<file path="src/hw/rtl/assert_macros.svh">
// Assertion macros for the concurrent checks of the allocator top level.
`ifndef ASSERT_MACROS_SVH
`define ASSERT_MACROS_SVH

// Same-cycle implication, sampled on clk and silenced while arst_n is low.
`define ASSERT_IMP(name, pre, con, msg) \
	name: assert property (@(posedge clk) disable iff (!arst_n) (pre) |-> (con)) \
		else $error(msg);

// Next-cycle implication, sampled on clk and silenced while arst_n is low.
`define ASSERT_NXT(name, pre, con, msg) \
	name: assert property (@(posedge clk) disable iff (!arst_n) (pre) |=> (con)) \
		else $error(msg);

`endif

</file>
<file path="src/hw/rtl/bffa_pkg.sv">
// Types and constants shared by the bitmap first-fit allocator modules.
package bffa_pkg;

	localparam int WORD_W  = 64;
	localparam int WORD_SH = 6;
	localparam int CNT_W   = 13;
	localparam int IDX_W   = 12;
	localparam int CMD_W   = 2;
	localparam int BYTE_W  = 8;
	localparam int BIDX_W  = 9;
	localparam int CFG_IDX_W = 2;

	localparam logic [CFG_IDX_W-1:0] CFG_POOL_LIMIT = 2'd0;
	localparam logic [CFG_IDX_W-1:0] CFG_FREE_INIT  = 2'd1;

	localparam logic [CNT_W-1:0] POOL_LIMIT_RST = 13'd4096;
	localparam logic [CNT_W-1:0] FREE_INIT_RST  = 13'd4096;

	typedef enum logic [1:0] {
		ST_OK    = 2'd0,
		ST_ZERO  = 2'd1,
		ST_FULL  = 2'd2,
		ST_RANGE = 2'd3
	} status_t;

	typedef enum logic [1:0] {
		OP_ALLOC = 2'd0,
		OP_FREE  = 2'd1,
		OP_LOAD  = 2'd2,
		OP_NONE  = 2'd3
	} op_t;

	typedef struct packed {
		logic    clear;
		logic    latch;
		logic    scan_start;
		logic    scan_next;
		logic    alloc_commit;
		logic    rmw_read;
		logic    rmw_write;
		logic    res_set;
		status_t res_status;
	} bffa_cmd_t;

	typedef struct packed {
		logic clr_last;
		op_t  op;
		logic cnt_zero;
		logic no_words;
		logic free_oor;
		logic load_oor;
		logic found;
		logic scan_last;
	} bffa_stat_t;

endpackage

</file>
<file path="src/hw/rtl/bffa_ctrl.sv">
// Sequencer for the allocator: clearing pass, command decode, scan and read-modify-write.
module bffa_ctrl import bffa_pkg::*; (
	input  logic       clk,
	input  logic       arst_n,
	input  logic       start,
	input  bffa_stat_t stat,
	output bffa_cmd_t  cmd,
	output logic       busy,
	output logic       done
);

	typedef enum logic [2:0] {
		S_CLEAR,
		S_IDLE,
		S_DECODE,
		S_SCAN,
		S_MODIFY,
		S_REPORT
	} state_t;

	state_t state_q, state_d;
	logic   busy_q;
	logic   done_q;

	always_comb begin
		state_d = state_q;
		cmd     = '0;
		cmd.res_status = ST_OK;
		unique case (state_q)
			S_CLEAR: begin
				cmd.clear = 1'b1;
				if (stat.clr_last) begin
					state_d = S_IDLE;
				end
			end
			S_IDLE: begin
				if (start) begin
					cmd.latch = 1'b1;
					state_d   = S_DECODE;
				end
			end
			S_DECODE: begin
				unique case (stat.op)
					OP_ALLOC: begin
						priority if (stat.cnt_zero) begin
							cmd.res_set    = 1'b1;
							cmd.res_status = ST_ZERO;
							state_d        = S_REPORT;
						end else if (stat.no_words) begin
							cmd.res_set    = 1'b1;
							cmd.res_status = ST_FULL;
							state_d        = S_REPORT;
						end else begin
							cmd.scan_start = 1'b1;
							state_d        = S_SCAN;
						end
					end
					OP_FREE: begin
						if (stat.free_oor) begin
							cmd.res_set    = 1'b1;
							cmd.res_status = ST_RANGE;
							state_d        = S_REPORT;
						end else begin
							cmd.rmw_read = 1'b1;
							state_d      = S_MODIFY;
						end
					end
					OP_LOAD: begin
						if (stat.load_oor) begin
							cmd.res_set = 1'b1;
							state_d     = S_REPORT;
						end else begin
							cmd.rmw_read = 1'b1;
							state_d      = S_MODIFY;
						end
					end
					OP_NONE: begin
						cmd.res_set = 1'b1;
						state_d     = S_REPORT;
					end
				endcase
			end
			S_SCAN: begin
				priority if (stat.found) begin
					cmd.alloc_commit = 1'b1;
					state_d          = S_REPORT;
				end else if (stat.scan_last) begin
					cmd.res_set    = 1'b1;
					cmd.res_status = ST_FULL;
					state_d        = S_REPORT;
				end else begin
					cmd.scan_next = 1'b1;
				end
			end
			S_MODIFY: begin
				cmd.rmw_write = 1'b1;
				cmd.res_set   = 1'b1;
				state_d       = S_REPORT;
			end
			S_REPORT: begin
				state_d = S_IDLE;
			end
		endcase
	end

	always_ff @(posedge clk or negedge arst_n) begin
		if (!arst_n) begin
			state_q <= S_CLEAR;
			busy_q  <= 1'b1;
			done_q  <= 1'b0;
		end else begin
			state_q <= state_d;
			busy_q  <= (state_d != S_IDLE);
			done_q  <= (state_d == S_REPORT);
		end
	end

	assign busy = busy_q;
	assign done = done_q;

endmodule

</file>
<file path="config.mk">
export PLATFORM = sky130hd
export DESIGN_NAME = bffa_ctrl
export DESIGN_NICKNAME = d
export VERILOG_FILES = /design/src/hw/rtl/assert_macros.svh /design/src/hw/rtl/bffa_pkg.sv /design/src/hw/rtl/bffa_ctrl.sv
export SDC_FILE = /design/constraint.sdc
export NUM_CORES = 1
export LEC_CHECK = 0
export BUFFER_PORTS_ARGS = -buffer_cell sky130_fd_sc_hd__buf_2
export CORE_MARGIN = 3
export CORE_UTILIZATION = 45
export DETAILED_ROUTE_END_ITERATION = 7
export PLACE_DENSITY = 0.71
export SETUP_SLACK_MARGIN = 0.02
export SLEW_MARGIN = 20
export SYNTH_ARGS = -nofsm -noshare
export SYNTH_HDL_FRONTEND = slang
export SYNTH_SLANG_ARGS = --single-unit
</file>
<file path="constraint.sdc">
create_clock -name clk -period 2.4 [get_ports clk]
set_clock_uncertainty 0.1 [all_clocks]
set_input_delay 0.24 -clock clk [delete_from_list [all_inputs] [get_ports clk]]
set_output_delay 0.24 -clock clk [all_outputs]
set_load 0.01 [all_outputs]
</file>
==> results by group <==
Place
  • Pre-CTS setup slack: 0.429 ns
  • Placed Instances: 103
  • Gpl congestion: 0.750
  • IO buf count: 23
  • Hpwl dp: 1070 µm

Timing
  • Total Neg Setup Slack: 0 ns
  • Period utilization: 82.7%
  • F_max: 0.504 GHz
  • Max_slew headroom: 74.8%
  • Worst Tran Pin Value: 0.378 ns
  • Crit path setup slack, layout: 0.415 ns
  • Final Hold Vio Count: 0
  • Setup-failing EPs final: 0
  • RSZ-0062 raised after global routing: false
  • Fin crit period: 1.99 ns
  • Slew Viols, Final: 0

Logic synthesis
  • Xor and xnor fraction of the mapped netlist area: 0%
  • Yosys top cell area share: 16.8%
  • Main combinational cell family by area after synthesis: simple AND/OR/NAND/NOR gates
  • Area leader, netlist: dfrtp_1
  • FF+latch count, synth: 5
  • Synth Area in Compound Gates: 23.1%
  • Syn. warnings: 0
  • Adder-cell share of the synthesized area: 14.7%
  • Synth area leaders: dfrtp_1 (17%), ha_1 (15%), inv_1 (5.0%)
  • Mux cell area share after synthesis: 0%
  • Yosys cell types: 34
  • Synthesized netlist cell count: 68
  • Synth Net Count: 87
  • Mean post-synth cell area: 8.78 µm²
  • Sequential share of the synthesized area: 21.2%
  • Synth Area in Simple Gates: 32.7%
  • Cell Area, Synth: 597 µm²

Run
  • Max-cap viol count: 0

Power
  • Max VDD drop: 0.000914 V
  • PwrDens: 1170 nW/µm²
  • Reg power frac: 22.9%
  • Leak pwr: 0.401 nW
  • Switching component of the power: 0.000403 W
  • Combinational power share: 66.4%
  • Clock power share: 10.7%
  • Sw Ratio: 46.0%
  • Internal power: 0.000473 W

Routing
  • DRC: 0
  • Routed wire per std cell: 12.0 µm
  • Via/cell ratio: 5.21
  • First DRT Iteration DRCs: 2
  • Via count: 563
  • WL final: 1300 µm
  • DR pass1 iterations: 4
  • ANT nets after route: 0

Worst hold path
  • Worst Min Path Start: stat[8]
  • Hold path endpoint: state_q[0]
  • Worst hold path depth: 2
  • Worst hold path type: input port to register

Finish
  • Final net count: 114
  • Post-route insts no fill: 108
  • # diodes: 0
  • Commonest non-fill, non-tap cell in the layout: buf_2
  • Fin util: 64.0%
  • Share of post-route cells with drive strength above 1: 41.5%
  • Area growth syn-to-layout: 25.6%
  • Most frequent cells in the layout: buf_2 (23), inv_1 (8), ha_1 (7)

Worst setup path
  • Crit end category: register
  • Worst R2R Path Depth: 6
  • Slowest CP cell: dfrtp_1
  • Kind of critical path: register to register
  • Most frequent CP cell: inv_1
  • CP required: 2.44 ns
  • Delay-heaviest family, CP: compound AO/OA/AOI/OAI gates
  • CP max FO: 10
  • Max stage delay on crit path: 0.49 ns
  • Crit Reg-Reg Startpoint: state_q[1]
  • Crit-path cells: inv_1, ha_1, inv_1, o221ai_1, a221oi_2, o211ai_1
  • Buf/Inv on CP: 2
  • WP data arrival: 2.03 ns
  • Setup crit start kind: register
  • Reg2reg setup slack: 0.41 ns
  • RR Endpoint: busy

Floorplan
  • Die outline height: 42.4 µm
  • Rows: 12
  • Core area: 1170 µm²
  • Die Width: 42.4 µm
  • Starting Density: 51.0%
  • Die Area: 1800 µm²
  • I/O pin count: 24

Clock network
  • Post-CTS Setup Inserts: 0
  • CTS tree: built
  • CTS H-tree depth: 1
  • Clock-pin slew on the worst setup and hold paths: 0.04 ns
  • Sink Count: 5
  • CTS buffer count: 3
  • CTS Root Cell: clkbuf_4
  • Clock Path Buffers: 2
  • Clk_lat worst skew: 0.23 ns

GRT
  • GRT Overall Usage: 14.7%
  • Met2 usage in global routing: 25.8%
  • Grt met1 use: 17.8%
  • GR peak layer: met2
  • Antenna violations before repair: 0
  • Largest net degree at the start of global routing: 15
  • Gr ovfl total: 0
  • Met3 Usage GRT: 3.43%
  • First-pass GRT wire length: 2140 µm
  • Vias in the first global route: 522

Status
  • Status: finished clean
-- layout make-up --
cell class / instances / area, µm²
inverters: 9 / 33.8
well taps: 14 / 17.5
multi-input cells: 52 / 420
fillers: 105 / 422
flip-flops and latches: 5 / 126
clock buffers: 4 / 26.3
repair buffers: 24 / 125
-- worst reg2reg max path, stage by stage, from the launching register on --
cell and delay [ns]:
dfrtp_1 0.49, inv_1 0.10, ha_1 0.38, inv_1 0.13, o221ai_1 0.13, a221oi_2 0.40
o211ai_1 0.16
-- worst max path at each step --
stage / startpoint / end / slack [ns] / depth (start not counted)
after floorplan: state_q[1] / busy / 0.59 / 6
after global routing: state_q[1] / busy / 0.20 / 6
after CTS: state_q[1] / busy / 0.42 / 6
after detailed placement: state_q[1] / busy / 0.43 / 6
after global placement: state_q[1] / busy / 0.47 / 6
final: state_q[1] / busy / 0.41 / 6
-- per-stage QoR --
step,power [W],instance area [µm²],hold slack (ns)
CTS,0.000883,749,0.216
floorplan,0.000672,597,-0.156
global route,0.000961,749,0.218
detailed placement,0.000785,713,-0.0414
finish,0.000876,749,0.223
global placement,0.000779,713,-0.0440
-- cell families after synthesis --
logic type	Yosys count
flops	5
buf+inv	11
simple gates	27
compound gates	18
fa+ha+maj	7
-- power groups by stage --
stage	Sequential, W	Clock, W	Combinational, W
after floorplan	0.000168	0	0.000504
after global placement	0.000199	0	0.000580
after detailed placement	0.000199	0	0.000585
after CTS	0.000198	0.0000963	0.000588
after global routing	0.000210	0.000103	0.000647
final	0.000201	0.0000933	0.000582
-- per-layer routing --
| metal | vias to the layer above | wire, µm |
|---|---|---|
| li1 | 301 | - |
| met2 | 14 | 631 |
| met4 | 0 | 0 |
| met5 | - | 0 |
| met1 | 248 | 605 |
| met3 | 0 | 64 |
-- cells in the mapped netlist --
| cell type | count |
|---|---|
| a211oi_1 | 2 |
| a21oi_1 | 5 |
| a21oi_2 | 1 |
| a221oi_2 | 1 |
| a32o_2 | 1 |
| and3_1 | 3 |
| and4bb_2 | 1 |
| buf_2 | 1 |
| buf_6 | 1 |
| dfrtp_1 | 4 |
| dfstp_2 | 1 |
| ha_1 | 7 |
| inv_1 | 8 |
| inv_2 | 1 |
| nand2_1 | 3 |
| nand2b_1 | 2 |
| nand3b_1 | 1 |
| nor2_1 | 5 |
| nor3_1 | 1 |
| nor3b_1 | 2 |
| nor3b_2 | 1 |
| nor4b_1 | 2 |
| nor4b_4 | 1 |
| o211a_1 | 1 |
| o211ai_1 | 1 |
| o21ai_0 | 2 |
| o21ai_2 | 1 |
| o221ai_1 | 1 |
| o22ai_1 | 1 |
| o32a_2 | 1 |
| or2_2 | 2 |
| or2b_1 | 1 |
| or3b_1 | 1 |
| or3b_4 | 1 |
-- state kept, by name, summed over array words and instances, names as in the netlist --
signal   flops
state_q      3
done         1
busy         1
-- timing repair --
| item | CTS | global route |
|---|---|---|
| endpoints found under the setup margin | 0 | 0 |
| resized for setup | 0 | 0 |
| hold buffers | 1 | 0 |
| endpoints found under the hold margin | 5 | 0 |
(Power assumes the default switching activity.)
